==> config.mk <==
export PLATFORM = sky130hd
export DESIGN_NAME = pcl_escape_sequence_tokenizer_core
export DESIGN_NICKNAME = d
export VERILOG_FILES = /design/src/pclt_pkg.sv /design/src/pclt_number.sv /design/src/pclt_parser.sv /design/src/pcl_escape_sequence_tokenizer_core.sv
export SDC_FILE = /design/constraint.sdc
export NUM_CORES = 1
export LEC_CHECK = 0
export ABC_CLOCK_PERIOD_IN_PS = 6600
export BUFFER_PORTS_ARGS = -buffer_cell sky130_fd_sc_hd__buf_2
export CAP_MARGIN = 0
export CORE_ASPECT_RATIO = 0.8
export CORE_MARGIN = 1
export CORE_UTILIZATION = 60
export DETAILED_ROUTE_END_ITERATION = 7
export PLACE_DENSITY = 0.8
export RECOVER_POWER = 100
export SETUP_SLACK_MARGIN = 0.05
export SLEW_MARGIN = 20
export SYNTH_ARGS = -nofsm -noshare
export SYNTH_HDL_FRONTEND = slang
export SYNTH_HIERARCHICAL = 1
export SYNTH_SLANG_ARGS = --single-unit
==> constraint.sdc <==
create_clock -name aclk -period 6.6 [get_ports aclk]
set_input_delay 0.66 -clock aclk [delete_from_list [all_inputs] [get_ports aclk]]
set_output_delay 0.66 -clock aclk [all_outputs]
set_load 0.01 [all_outputs]
==> src/pclt_pkg.sv <==
// Shared types, codes and constants for the printer escape-sequence tokenizer.
// No dependencies; every other file of the block refers to this package.
`timescale 1ns / 1ps
`default_nettype none

package pclt_pkg;

    localparam int VALUE_CHARS_MAX_DEF = 63;
    localparam int COUNT_MAX_DEF       = 32767;

    localparam logic [7:0] ESC_BYTE   = 8'h1B;
    localparam logic [7:0] GROUP_LO   = 8'h21;
    localparam logic [7:0] GROUP_HI   = 8'h2F;
    localparam logic [7:0] SUB_LO     = 8'h60;
    localparam logic [7:0] SUB_HI     = 8'h7E;
    localparam logic [7:0] DEL_BYTE   = 8'h7F;
    localparam logic [7:0] SPACE_BYTE = 8'h20;

    localparam logic [14:0] SAT_VALUE = 15'd32767;

    typedef enum logic [2:0] {
        KIND_PRINT   = 3'd0,
        KIND_CTRL    = 3'd1,
        KIND_CMD     = 3'd2,
        KIND_PAYLOAD = 3'd3,
        KIND_RESET   = 3'd4
    } kind_t;

    typedef enum logic [2:0] {
        MODE_TEXT     = 3'd0,
        MODE_ESC      = 3'd1,
        MODE_SUBGROUP = 3'd2,
        MODE_PARAM    = 3'd3,
        MODE_PAYLOAD  = 3'd4,
        MODE_DISPLAY  = 3'd5
    } mode_t;

    typedef enum logic [1:0] {
        PTYPE_NONE        = 2'd0,
        PTYPE_RASTER      = 2'd1,
        PTYPE_TRANSPARENT = 2'd2,
        PTYPE_DOWNLOAD    = 2'd3
    } ptype_t;

    // Control from the sequencer to the number accumulator.
    typedef struct packed {
        logic clear;
        logic take;
    } num_ctl_t;

    // Value of the number collected so far, in output form.
    typedef struct packed {
        logic        negative;
        logic [14:0] whole;
        logic [9:0]  thousandths;
        logic [15:0] rounded;
    } num_val_t;

    typedef struct packed {
        kind_t       kind;
        logic [7:0]  data_byte;
        logic [5:0]  group_char;
        logic [6:0]  subgroup_char;
        logic [6:0]  term_char;
        logic        value_negative;
        logic [14:0] value_whole;
        logic [9:0]  value_thousandths;
        logic [15:0] value_rounded;
        logic        payload_kind;
        logic        payload_last;
    } token_t;

endpackage

`default_nettype wire

==> src/pclt_number.sv <==
// Number accumulator: sign, saturated integer part, three fraction digits.
// Depends on pclt_pkg for the control and value structs.
`timescale 1ns / 1ps
`default_nettype none

module pclt_number #(
    parameter int VALUE_CHARS_MAX = pclt_pkg::VALUE_CHARS_MAX_DEF
) (
    input  wire logic               aclk,
    input  wire logic               aresetn,
    input  wire pclt_pkg::num_ctl_t ctl,
    input  wire logic [7:0]         num_char,
    output pclt_pkg::num_val_t      val
);

    localparam int CW = $clog2(VALUE_CHARS_MAX + 1);

    logic        sign_reg, sign_next;
    logic [14:0] int_reg, int_next;
    logic [9:0]  frac_reg, frac_next;
    logic [1:0]  fcnt_reg, fcnt_next;
    logic        point_reg, point_next;
    logic        ended_reg, ended_next;
    logic        digit_reg, digit_next;
    logic [3:0]  first_reg, first_next;
    logic [CW-1:0] ccnt_reg, ccnt_next;

    logic [3:0]  digit;
    logic [18:0] int_prod;
    logic [15:0] mag_wide;
    logic [14:0] mag;

    assign digit    = num_char[3:0] - 4'd0;
    assign int_prod = {4'd0, int_reg} * 19'd10 + {15'd0, digit};

    always_comb begin
        sign_next  = sign_reg;
        int_next   = int_reg;
        frac_next  = frac_reg;
        fcnt_next  = fcnt_reg;
        point_next = point_reg;
        ended_next = ended_reg;
        digit_next = digit_reg;
        first_next = first_reg;
        ccnt_next  = ccnt_reg;
        if (ctl.clear) begin
            sign_next  = 1'b0;
            int_next   = '0;
            frac_next  = '0;
            fcnt_next  = '0;
            point_next = 1'b0;
            ended_next = 1'b0;
            digit_next = 1'b0;
            first_next = '0;
            ccnt_next  = '0;
        end else if (ctl.take && (ccnt_reg != CW'(VALUE_CHARS_MAX))) begin
            ccnt_next = ccnt_reg + 1'b1;
            if (!ended_reg) begin
                if (num_char == "-" || num_char == "+") begin
                    // Sign only counts as the first character.
                    if (ccnt_reg == '0) begin
                        sign_next = (num_char == "-");
                    end else begin
                        ended_next = 1'b1;
                    end
                end else if (num_char == ".") begin
                    if (point_reg) begin
                        ended_next = 1'b1;
                    end else begin
                        point_next = 1'b1;
                    end
                end else begin
                    digit_next = 1'b1;
                    if (!point_reg) begin
                        int_next = (int_prod > {4'd0, pclt_pkg::SAT_VALUE})
                                 ? pclt_pkg::SAT_VALUE : int_prod[14:0];
                    end else if (fcnt_reg != 2'd3) begin
                        if (fcnt_reg == 2'd0) begin
                            first_next = digit;
                        end
                        frac_next = frac_reg * 10'd10 + {6'd0, digit};
                        fcnt_next = fcnt_reg + 2'd1;
                    end
                end
            end
        end
    end

    always_ff @(posedge aclk) begin
        if (!aresetn) begin
            sign_reg  <= 1'b0;
            int_reg   <= '0;
            frac_reg  <= '0;
            fcnt_reg  <= '0;
            point_reg <= 1'b0;
            ended_reg <= 1'b0;
            digit_reg <= 1'b0;
            first_reg <= '0;
            ccnt_reg  <= '0;
        end else begin
            sign_reg  <= sign_next;
            int_reg   <= int_next;
            frac_reg  <= frac_next;
            fcnt_reg  <= fcnt_next;
            point_reg <= point_next;
            ended_reg <= ended_next;
            digit_reg <= digit_next;
            first_reg <= first_next;
            ccnt_reg  <= ccnt_next;
        end
    end

    // Round half away from zero on the first fraction digit, then saturate.
    assign mag_wide = {1'b0, int_reg} + {15'd0, (first_reg >= 4'd5)};
    assign mag      = (mag_wide > {1'b0, pclt_pkg::SAT_VALUE})
                    ? pclt_pkg::SAT_VALUE : mag_wide[14:0];

    always_comb begin
        val.negative = sign_reg & digit_reg;
        val.whole    = int_reg;
        unique case (fcnt_reg)
            2'd0:    val.thousandths = '0;
            2'd1:    val.thousandths = frac_reg * 10'd100;
            2'd2:    val.thousandths = frac_reg * 10'd10;
            default: val.thousandths = frac_reg;
        endcase
        val.rounded = val.negative ? (16'd0 - {1'b0, mag}) : {1'b0, mag};
    end

endmodule

`default_nettype wire

==> src/pclt_parser.sv <==
// Sequencer: parse mode, held group/subgroup, payload counter, token build.
// Depends on pclt_pkg and instantiates pclt_number.
`timescale 1ns / 1ps
`default_nettype none

module pclt_parser #(
    parameter int VALUE_CHARS_MAX = pclt_pkg::VALUE_CHARS_MAX_DEF,
    parameter int COUNT_MAX       = pclt_pkg::COUNT_MAX_DEF
) (
    input  wire logic       aclk,
    input  wire logic       aresetn,
    input  wire logic       step,
    input  wire logic [7:0] in_byte,
    output logic            emit,
    output pclt_pkg::token_t tok
);

    localparam int BW = $clog2(COUNT_MAX + 1);

    pclt_pkg::mode_t  mode_reg, mode_next;
    pclt_pkg::ptype_t ptype_reg, ptype_next;
    logic [5:0]    group_reg, group_next;
    logic [6:0]    sub_reg, sub_next;
    logic [BW-1:0] rem_reg, rem_next;

    pclt_pkg::num_ctl_t ctl;
    pclt_pkg::num_val_t val;

    pclt_number #(
        .VALUE_CHARS_MAX(VALUE_CHARS_MAX)
    ) u_number (
        .aclk    (aclk),
        .aresetn (aresetn),
        .ctl     (ctl),
        .num_char(in_byte),
        .val     (val)
    );

    logic          is_ctrl;
    logic          is_num;
    logic          is_upper;
    logic          is_lower;
    logic [6:0]    term;
    pclt_pkg::ptype_t cmd_ptype;
    logic [16:0]   cnt_wide;
    logic [BW-1:0] rem_dec;

    assign is_ctrl  = (in_byte < pclt_pkg::SPACE_BYTE) || (in_byte == pclt_pkg::DEL_BYTE);
    assign is_num   = ((in_byte >= "0") && (in_byte <= "9")) || (in_byte == ".")
                   || (in_byte == "-") || (in_byte == "+");
    assign is_upper = ((in_byte >= "A") && (in_byte <= "Z")) || (in_byte == "@");
    assign is_lower = (in_byte >= "a") && (in_byte <= "z");
    assign term     = is_lower ? (in_byte[6:0] - 7'h20) : in_byte[6:0];
    assign rem_dec  = rem_reg - BW'(rem_reg != '0);

    always_comb begin
        priority if ((group_reg == 6'h28 || group_reg == 6'h29) && sub_reg == "s"
                     && term == "W") begin
            cmd_ptype = pclt_pkg::PTYPE_DOWNLOAD;
        end else if (group_reg == 6'h26 && sub_reg == "p" && term == "X") begin
            cmd_ptype = pclt_pkg::PTYPE_TRANSPARENT;
        end else if (group_reg == 6'h2A && sub_reg == "b" && term == "W") begin
            cmd_ptype = pclt_pkg::PTYPE_RASTER;
        end else begin
            cmd_ptype = pclt_pkg::PTYPE_NONE;
        end
        cnt_wide = val.negative ? 17'd0 : {2'd0, val.rounded[14:0]};
        if (cnt_wide > 17'(COUNT_MAX)) begin
            cnt_wide = 17'(COUNT_MAX);
        end
    end

    always_ff @(posedge aclk) begin
        if (!aresetn) begin
            mode_reg <= pclt_pkg::MODE_TEXT;
        end else begin
            mode_reg <= mode_next;
        end
    end

    always_ff @(posedge aclk) begin
        if (!aresetn) begin
            ptype_reg <= pclt_pkg::PTYPE_NONE;
            group_reg <= '0;
            sub_reg   <= '0;
            rem_reg   <= '0;
        end else begin
            ptype_reg <= ptype_next;
            group_reg <= group_next;
            sub_reg   <= sub_next;
            rem_reg   <= rem_next;
        end
    end

    always_comb begin
        mode_next  = mode_reg;
        ptype_next = ptype_reg;
        group_next = group_reg;
        sub_next   = sub_reg;
        rem_next   = rem_reg;
        ctl        = '0;
        emit       = 1'b0;
        tok        = '0;
        tok.kind   = pclt_pkg::KIND_PRINT;

        unique case (mode_reg)
            pclt_pkg::MODE_ESC: begin
                if (in_byte == "E") begin
                    emit       = 1'b1;
                    tok.kind   = pclt_pkg::KIND_RESET;
                    mode_next  = pclt_pkg::MODE_TEXT;
                    ptype_next = pclt_pkg::PTYPE_NONE;
                    group_next = '0;
                    sub_next   = '0;
                    rem_next   = '0;
                    ctl.clear  = 1'b1;
                end else if (in_byte == "Y") begin
                    mode_next = pclt_pkg::MODE_DISPLAY;
                end else if (in_byte >= pclt_pkg::GROUP_LO
                             && in_byte <= pclt_pkg::GROUP_HI) begin
                    group_next = in_byte[5:0];
                    mode_next  = pclt_pkg::MODE_SUBGROUP;
                end else begin
                    mode_next = pclt_pkg::MODE_TEXT;
                end
            end
            pclt_pkg::MODE_SUBGROUP: begin
                if (in_byte >= pclt_pkg::SUB_LO && in_byte <= pclt_pkg::SUB_HI) begin
                    sub_next  = in_byte[6:0];
                    ctl.clear = 1'b1;
                    mode_next = pclt_pkg::MODE_PARAM;
                end else begin
                    mode_next = pclt_pkg::MODE_TEXT;
                end
            end
            pclt_pkg::MODE_PARAM: begin
                if (is_num) begin
                    ctl.take = 1'b1;
                end else if (is_upper || is_lower) begin
                    emit                  = 1'b1;
                    tok.kind              = pclt_pkg::KIND_CMD;
                    tok.group_char        = group_reg;
                    tok.subgroup_char     = sub_reg;
                    tok.term_char         = term;
                    tok.value_negative    = val.negative;
                    tok.value_whole       = val.whole;
                    tok.value_thousandths = val.thousandths;
                    tok.value_rounded     = val.rounded;
                    if (cmd_ptype != pclt_pkg::PTYPE_NONE) begin
                        if (cnt_wide == '0) begin
                            mode_next = pclt_pkg::MODE_TEXT;
                        end else begin
                            mode_next  = pclt_pkg::MODE_PAYLOAD;
                            ptype_next = cmd_ptype;
                            rem_next   = cnt_wide[BW-1:0];
                        end
                    end else if (is_lower) begin
                        // Chain: next value in the same group.
                        ctl.clear = 1'b1;
                    end else begin
                        mode_next = pclt_pkg::MODE_TEXT;
                    end
                end else begin
                    mode_next = pclt_pkg::MODE_TEXT;
                end
            end
            pclt_pkg::MODE_PAYLOAD: begin
                emit             = 1'b1;
                rem_next         = rem_dec;
                tok.data_byte    = in_byte;
                tok.payload_last = (rem_dec == '0);
                if (ptype_reg == pclt_pkg::PTYPE_TRANSPARENT) begin
                    tok.kind = is_ctrl ? pclt_pkg::KIND_CTRL : pclt_pkg::KIND_PRINT;
                end else begin
                    tok.kind         = pclt_pkg::KIND_PAYLOAD;
                    tok.payload_kind = (ptype_reg == pclt_pkg::PTYPE_DOWNLOAD);
                end
                if (rem_dec == '0) begin
                    mode_next  = pclt_pkg::MODE_TEXT;
                    ptype_next = pclt_pkg::PTYPE_NONE;
                end
            end
            pclt_pkg::MODE_TEXT, pclt_pkg::MODE_DISPLAY: begin
                if (in_byte == pclt_pkg::ESC_BYTE) begin
                    mode_next = pclt_pkg::MODE_ESC;
                end else begin
                    emit          = 1'b1;
                    tok.kind      = is_ctrl ? pclt_pkg::KIND_CTRL : pclt_pkg::KIND_PRINT;
                    tok.data_byte = in_byte;
                end
            end
            default: begin
                mode_next = pclt_pkg::MODE_TEXT;
            end
        endcase

        // Hold all state while no beat is being processed.
        if (!step) begin
            mode_next  = mode_reg;
            ptype_next = ptype_reg;
            group_next = group_reg;
            sub_next   = sub_reg;
            rem_next   = rem_reg;
            ctl        = '0;
        end
    end

endmodule

`default_nettype wire

==> src/pcl_escape_sequence_tokenizer_core.sv <==
// Top level of the printer escape-sequence tokenizer: input register,
// sequencer, result register. Depends on pclt_pkg and pclt_parser.
//
// Usage:
//   Input channel (s_valid/s_ready/s_in_byte) takes one raw stream byte per
//   beat. Result channel (m_valid/m_ready/m_*) gives at most one token per
//   input beat, in stream order; bytes that only advance the parse (escape
//   prefixes, number characters, malformed sequences) give no token.
//   Path: two register stages, input register and result register; a byte
//   accepted into the first has its token registered in the second.
//   Throughput: one byte per cycle while the result channel does not stall.
//   The per-byte parse is a single state update between the two registers.
//   Stall: while m_ready is low and a token is held, the input register
//   keeps advancing as long as its byte yields no token; a byte that does
//   yield one waits in the input register and s_ready drops. No token is
//   lost or repeated.
//   Reset: aresetn (synchronous, active low) clears both valid flags and
//   puts the parser in text mode with an empty number and no payload.
//   The ESC E sequence does the same to parser state and emits a reset
//   token.
`timescale 1ns / 1ps
`default_nettype none

module pcl_escape_sequence_tokenizer_core #(
    parameter int VALUE_CHARS_MAX = pclt_pkg::VALUE_CHARS_MAX_DEF,
    parameter int COUNT_MAX       = pclt_pkg::COUNT_MAX_DEF
) (
    input  wire logic         aclk,
    input  wire logic         aresetn,

    input  wire logic         s_valid,
    output logic              s_ready,
    input  wire logic [7:0]   s_in_byte,

    output logic              m_valid,
    input  wire logic         m_ready,
    output logic [2:0]        m_kind,
    output logic [7:0]        m_data_byte,
    output logic [5:0]        m_group_char,
    output logic [6:0]        m_subgroup_char,
    output logic [6:0]        m_term_char,
    output logic              m_value_negative,
    output logic [14:0]       m_value_whole,
    output logic [9:0]        m_value_thousandths,
    output logic signed [15:0] m_value_rounded,
    output logic              m_payload_kind,
    output logic              m_payload_last
);

    logic             in_vld_reg;
    logic [7:0]       in_byte_reg;
    logic             out_vld_reg;
    pclt_pkg::token_t out_tok_reg;

    logic             emit;
    logic             step;
    pclt_pkg::token_t tok;

    pclt_parser #(
        .VALUE_CHARS_MAX(VALUE_CHARS_MAX),
        .COUNT_MAX      (COUNT_MAX)
    ) u_parser (
        .aclk   (aclk),
        .aresetn(aresetn),
        .step   (step),
        .in_byte(in_byte_reg),
        .emit   (emit),
        .tok    (tok)
    );

    // Advance the held byte unless its token would overwrite one still waiting.
    assign step    = in_vld_reg && (!emit || !out_vld_reg || m_ready);
    assign s_ready = !in_vld_reg || step;

    always_ff @(posedge aclk) begin
        if (!aresetn) begin
            in_vld_reg <= 1'b0;
        end else if (s_ready) begin
            in_vld_reg <= s_valid;
        end
    end

    always_ff @(posedge aclk) begin
        if (s_valid && s_ready) begin
            in_byte_reg <= s_in_byte;
        end
    end

    always_ff @(posedge aclk) begin
        if (!aresetn) begin
            out_vld_reg <= 1'b0;
        end else if (step && emit) begin
            out_vld_reg <= 1'b1;
        end else if (m_ready) begin
            out_vld_reg <= 1'b0;
        end
    end

    always_ff @(posedge aclk) begin
        if (step && emit) begin
            out_tok_reg <= tok;
        end
    end

    assign m_valid             = out_vld_reg;
    assign m_kind              = out_tok_reg.kind;
    assign m_data_byte         = out_tok_reg.data_byte;
    assign m_group_char        = out_tok_reg.group_char;
    assign m_subgroup_char     = out_tok_reg.subgroup_char;
    assign m_term_char         = out_tok_reg.term_char;
    assign m_value_negative    = out_tok_reg.value_negative;
    assign m_value_whole       = out_tok_reg.value_whole;
    assign m_value_thousandths = out_tok_reg.value_thousandths;
    assign m_value_rounded     = $signed(out_tok_reg.value_rounded);
    assign m_payload_kind      = out_tok_reg.payload_kind;
    assign m_payload_last      = out_tok_reg.payload_last;

endmodule

`default_nettype wire

==> results of run 1 <==
## cell families (layout without fill, tap and decap cells)
kind of cell | count (synthesis) | after routing | synth area share
fa+ha+maj | 73 | 73 | 0.0971
buf+inv | 97 | 173 | 0.0384
xor+xnor | 66 | 66 | 0.0586
mux | 16 | 16 | 0.0165
flops | 159 | 159 | 0.407
simple gates | 393 | 393 | 0.217
compound gates | 250 | 250 | 0.166
## final cells by class
type,count,area [sq um],area share
well taps,215,269,0.0247
clock buffers,21,450,0.0414
clock inverters,11,133,0.0122
inverters,48,180,0.0166
multi-input cells,798,5470,0.502
repair buffers,93,373,0.0343
flip-flops and latches,159,4010,0.369
## how the worst min path moves through the flow
stage	startpoint	end	slack, ns	cells after the start
global placement	u_parser/u_number/first_reg[1]	u_parser/u_number/first_reg[1]	0.44	2
finish	s_in_byte[3]	in_byte_reg[3]	0.41	1
global route	s_in_byte[3]	in_byte_reg[3]	0.39	1
floorplan	u_parser/u_number/first_reg[3]	u_parser/u_number/first_reg[3]	0.43	2
detailed placement	u_parser/u_number/first_reg[1]	u_parser/u_number/first_reg[1]	0.45	2
CTS	s_in_byte[6]	in_byte_reg[6]	0.38	1
## routing by layer
| metal | wire length [um] | global-route usage | vias up |
|---|---|---|---|
| met1 | 10300 | 0.370 | 3774 |
| met5 | 0 | 0 | - |
| li1 | - | - | 3964 |
| met3 | 1730 | 0.0508 | 40 |
| met4 | 412 | 0.0940 | 0 |
| met2 | 10000 | 0.424 | 358 |
## synthesized netlist by cell type (all sizes together) (4+ instances only)
cell type	n
nand3	32
a22oi	8
nand2	74
nor2	75
a211oi	22
clkbuf	39
nand2b	19
nor4	23
and3b	4
fa	6
nor3	28
a41oi	5
and2	71
o22ai	4
nand4	14
dfxtp	76
nor2b	13
o21a	7
edfxtp	83
nor4b	5
a21o	11
a31oi	9
buf	10
o31ai	9
o211ai	10
mux2i	14
o21ai	55
a21oi	76
xor2	15
inv	46
a221oi	5
and3	9
xnor2	51
nor3b	6
ha	67
## power by group through the flow
stage | Sequential (mW) | Clock, mW | Combinational (mW)
floorplan | 1.11 | 0 | 0.0443
global placement | 1.10 | 0 | 0.0825
detailed placement | 1.10 | 0 | 0.0829
CTS | 1.08 | 0.987 | 0.0832
global route | 1.09 | 1.03 | 0.0846
finish | 1.08 | 0.968 | 0.0774
==> results.sh, run 1 <==
export IMPL_status="finished with violations"
export IMPL_violations="max-capacitance violations, max-slew violations"
export IMPL_fin_crit_sh=0.860
export IMPL_htreeDepth=4
export IMPL_synth_area_sq_um=9870
export IMPL_swShare=0.221
export IMPL_grt_ovfl_total=0
export IMPL_crit_type="reg -> reg"
export IMPL_wire_per_inst_um=16.7
export IMPL_r2r_start="in_byte_reg[2]"
export IMPL_most_common_layout_cells="edfxtp_1 (83), clkbuf_1 (81), dfxtp_1 (76), a21oi_1 (76)"
export IMPL_root_buffer="clkbuf_16"
export IMPL_synth_top_area_frac=0.253
export IMPL_place_inst=1312
export IMPL_cts_tree="built"
export IMPL_seq_power_share=0.509
export IMPL_ys_seq_area_frac=0.407
export IMPL_timing_max_cap_violations=2
export IMPL_cp_cell_sequence="o21ai_0 > a31oi_1 > a2bb2oi_1 > nor2b_1 > o211ai_1 > a21boi_0 > inv_1 > nor2_1 > o21ai_0 > nor3_1 > and3b_1 > nand2_1 > nand2_1 > a21oi_1"
export IMPL_drt_total_wl_mm=22.4
export IMPL_rr_worst_depth=14
export IMPL_ir_worst_vdd_mv=0.186
export IMPL_endpoint_kind="flop"
export IMPL_ff2ff_setup_slack_ns=0.92
export IMPL_dr_pass1_iters=6
export IMPL_power_leakage_nw=4.15
export IMPL_final_hold_violation_count=0
export IMPL_cp_start_kind="flop"
export IMPL_grt_pass1_vias=7182
export IMPL_setup_viol=0
export IMPL_drc=0
export IMPL_synth_async_reset_ratio=0
export IMPL_syn_inst=1054
export IMPL_cts_path_max_buffers=2
export IMPL_min_period_ns=5.68
export IMPL_syn_area_per_cell_sq_um=9.36
export IMPL_fin_util=0.684
export IMPL_cts_repair_resized=0
export IMPL_crit_family="compound AO/OA/AOI/OAI gates"
export IMPL_final_common_cell="edfxtp_1"
export IMPL_antenna_found_initial=0
export IMPL_synth_edf_count=83
export IMPL_powerDensity_nw_per_um2=196
export IMPL_path_buf_inv=1
export IMPL_grt_setup_unrepaired="no"
export IMPL_dp_slack_ns=1.45
export IMPL_cp_depth=14
export IMPL_cts_sinks=159
export IMPL_dieWidth_um=145
export IMPL_ant_nets=0
export IMPL_startpoint="in_byte_reg[2]"
export IMPL_synthToLayoutAreaGrowth_pct=10.3
export IMPL_yosysUniqueCellTypes=78
export IMPL_place_area_sq_um=10400
export IMPL_synth_seq_cells=159
export IMPL_hold_ws_ns=0.407
export IMPL_core_sq_um=15900
export IMPL_p_int_mw=1.66
export IMPL_ys_top_cells_by_area="edfxtp_1 (25%), dfxtp_1 (15%), ha_1 (8.5%)"
export IMPL_cts_setup_buffers=0
export IMPL_slew_headroom=-0.472
export IMPL_dr_total_vias=8136
export IMPL_mappedNetlistNets=1139
export IMPL_vias_per_cell=6.05
export IMPL_worst_slew_pin_slew_ns=2.20
export IMPL_hold_class="in -> reg"
export IMPL_critPathArrivalTime_ns=5.94
export IMPL_largest_register_ffs=16
export IMPL_layout_drive_gt1_share=0.0566
export IMPL_die_area_sq_um=17000
export IMPL_drt_iter0_drc=877
export IMPL_rows=41
export IMPL_die_height_um=117
export IMPL_fillers=1296
export IMPL_drv_slew=73
export IMPL_power_mw=2.13
export IMPL_nets=1202
export IMPL_cts_buffers=17
export IMPL_grt_pass1_wl_mm=36.3
export IMPL_max_freq_mhz=176
export IMPL_p_sw_mw=0.471
export IMPL_combPwrFrac=0.036
export IMPL_insertion_delay_ns=0.43
export IMPL_yosysTopAreaCell="edfxtp_1"
export IMPL_fin_tns_setup_ns=0
export IMPL_diodes=0
export IMPL_ctsHoldBuffers=0
export IMPL_setup_ws_ns=0.923
export IMPL_start_util=0.620
export IMPL_ys_flop_type="edfxtp_1"
export IMPL_crit_end="u_parser/u_number/first_reg[0]"
export IMPL_clk_pin_slew_worst_paths_ns=0.06
export IMPL_cp_max_fo=23
export IMPL_design_area_sq_um=10900
export IMPL_yosys_warnings=6
export IMPL_gp_congestion=0.927
export IMPL_fin_skew_ns=0.0165
export IMPL_stdcell_count=1345
export IMPL_required_ns=6.86
export IMPL_grtUsageTotal=0.268
export IMPL_worst_path_largest_cell_delay_ns=0.89
export IMPL_ios=89
export IMPL_dpl_hpwl_mm=15.7
export IMPL_grt_max_degree=62
export IMPL_r2r_end="u_parser/u_number/first_reg[0]"
export IMPL_port_buffers=88
export IMPL_clkPwrFrac=0.455
export IMPL_cp_slowest_cell="edfxtp_1"
Note: power is estimated with default switching activity, not from simulation.
==> run 2: changes to the inputs <==
REMOVE_ABC_BUFFERS = 1   (was not set)
==> run 2 against run 1 <==
Against the previous run:
- the run still ends with max-capacitance violations, max-slew violations left
- die area unchanged
- core utilization shrank 0.31 points
- critical path depth unchanged
- worst hold slack got worse by 0.0070 ns
- cell count did not move
==> results.sh, run 2 (synthesis gave the netlist of run 1 again) <==
export IMPL_grt_pass1_wl_mm=37.3
export IMPL_powerDensity_nw_per_um2=191
export IMPL_cts_tree="built"
export IMPL_final_hold_violation_count=0
export IMPL_endpoint_kind="flop"
export IMPL_diodes=0
export IMPL_swShare=0.232
export IMPL_most_common_layout_cells="edfxtp_1 (83), clkbuf_1 (80), dfxtp_1 (76), a21oi_1 (76)"
export IMPL_dieWidth_um=145
export IMPL_ios=89
export IMPL_layout_drive_gt1_share=0.0558
export IMPL_rows=41
export IMPL_dr_pass1_iters=5
export IMPL_p_int_mw=1.59
export IMPL_dpl_hpwl_mm=15.7
export IMPL_cts_path_max_buffers=2
export IMPL_dr_total_vias=8265
export IMPL_min_period_ns=5.55
export IMPL_required_ns=6.87
export IMPL_grt_ovfl_total=0
export IMPL_cp_max_fo=23
export IMPL_status="finished with violations"
export IMPL_critPathArrivalTime_ns=5.82
export IMPL_worst_slew_pin_slew_ns=1.89
export IMPL_antenna_found_initial=0
export IMPL_grt_setup_unrepaired="no"
export IMPL_start_util=0.620
export IMPL_slew_headroom=-0.266
export IMPL_grtUsageTotal=0.274
export IMPL_drv_slew=46
export IMPL_crit_end="u_parser/u_number/first_reg[1]"
export IMPL_largest_register_ffs=16
export IMPL_fillers=1285
export IMPL_htreeDepth=4
export IMPL_setup_ws_ns=1.05
export IMPL_insertion_delay_ns=0.43
export IMPL_wire_per_inst_um=16.8
export IMPL_port_buffers=88
export IMPL_die_height_um=117
export IMPL_synthToLayoutAreaGrowth_pct=9.83
export IMPL_fin_skew_ns=0.0102
export IMPL_ff2ff_setup_slack_ns=1.05
export IMPL_gp_congestion=0.932
export IMPL_power_mw=2.07
export IMPL_place_area_sq_um=10400
export IMPL_crit_type="reg -> reg"
export IMPL_vias_per_cell=6.14
export IMPL_design_area_sq_um=10800
export IMPL_r2r_end="u_parser/u_number/first_reg[1]"
export IMPL_root_buffer="clkbuf_16"
export IMPL_ant_nets=0
export IMPL_core_sq_um=15900
export IMPL_seq_power_share=0.522
export IMPL_multi_input_comb_area_sq_um=5460
export IMPL_cts_sinks=159
export IMPL_drc=0
export IMPL_grt_pass1_vias=7496
export IMPL_cp_start_kind="flop"
export IMPL_p_sw_mw=0.482
export IMPL_rr_worst_depth=14
export IMPL_drt_iter0_drc=953
export IMPL_clk_pin_slew_worst_paths_ns=0.06
export IMPL_hold_class="in -> reg"
export IMPL_startpoint="in_byte_reg[1]"
export IMPL_die_area_sq_um=17000
export IMPL_power_leakage_nw=4.15
export IMPL_fin_crit_sh=0.841
export IMPL_max_freq_mhz=180
export IMPL_cts_setup_buffers=0
export IMPL_r2r_start="in_byte_reg[1]"
export IMPL_ctsHoldBuffers=0
export IMPL_grt_max_degree=62
export IMPL_fin_tns_setup_ns=0
export IMPL_clkPwrFrac=0.440
export IMPL_cts_buffers=17
export IMPL_violations="max-capacitance violations, max-slew violations"
export IMPL_drt_total_wl_mm=22.7
export IMPL_combPwrFrac=0.038
export IMPL_timing_max_cap_violations=2
export IMPL_nets=1202
export IMPL_ir_worst_vdd_mv=0.180
export IMPL_final_common_cell="edfxtp_1"
export IMPL_setup_viol=0
export IMPL_dp_slack_ns=1.32
export IMPL_cts_repair_resized=0
export IMPL_regArea_sq_um=4010
[run 2: power by group through the flow]
stage	Sequential (mW)	Combinational, mW	Clock [mW]
floorplan	1.11	0.0347	0
global placement	1.10	0.0834	0
detailed placement	1.10	0.0841	0
CTS	1.08	0.0846	0.924
global route	1.08	0.0865	0.959
finish	1.08	0.0782	0.912
[run 2: worst max-delay path: stages (launching register included)]
cell       delay (ns)
edfxtp_1         0.87
o21ai_0          0.23
a31oi_1          0.25
a2bb2oi_1        0.43
nor2b_1          0.32
o211ai_1         0.24
a21boi_0         0.74
inv_1            0.24
nor2_1           0.18
o21ai_1          0.25
nor3_1           0.34
and3b_1          0.84
nand2_1          0.25
nand2_1          0.13
a21oi_1          0.07
[run 2: worst min path at each step]
stage / cells past startpoint / from / slack, ns / end
after floorplan: 2 / u_parser/u_number/first_reg[3] / 0.43 / u_parser/u_number/first_reg[3]
after global placement: 2 / u_parser/u_number/first_reg[3] / 0.44 / u_parser/u_number/first_reg[3]
after detailed placement: 2 / u_parser/u_number/first_reg[0] / 0.45 / u_parser/u_number/first_reg[0]
after CTS: 1 / s_in_byte[5] / 0.39 / in_byte_reg[5]
after global routing: 1 / s_in_byte[0] / 0.38 / in_byte_reg[0]
final: 1 / s_in_byte[3] / 0.40 / in_byte_reg[3]
[run 2: stage by stage]
step | hold slack (ns) | cells | util
6_report | 0.400 | 1345 | 0.681
5_1_grt | 0.383 | 1345 | 0.681
4_1_cts | 0.387 | 1344 | 0.690
3_5_place_dp | 0.446 | 1312 | 0.656
3_3_place_gp | 0.438 | 1312 | 0.656
2_1_floorplan | 0.431 | 1005 | -
[run 2: routing by layer]
| metal | share of wire | GRT usage |
|---|---|---|
| met2 | 0.44 | 0.433 |
| met3 | 0.071 | 0.0520 |
| met5 | 0 | 0 |
| met1 | 0.47 | 0.384 |
| met4 | 0.014 | 0.0835 |
[run 2: cell type report]
cell class                      instances  share of cell area
Tap cell                              215              0.0248
Timing Repair Buffer                   93              0.0344
Clock buffer                           20              0.0423
Sequential cell                       159               0.370
Inverter                               48              0.0166
Multi-Input combinational cell        798               0.504
Clock inverter                         12             0.00762
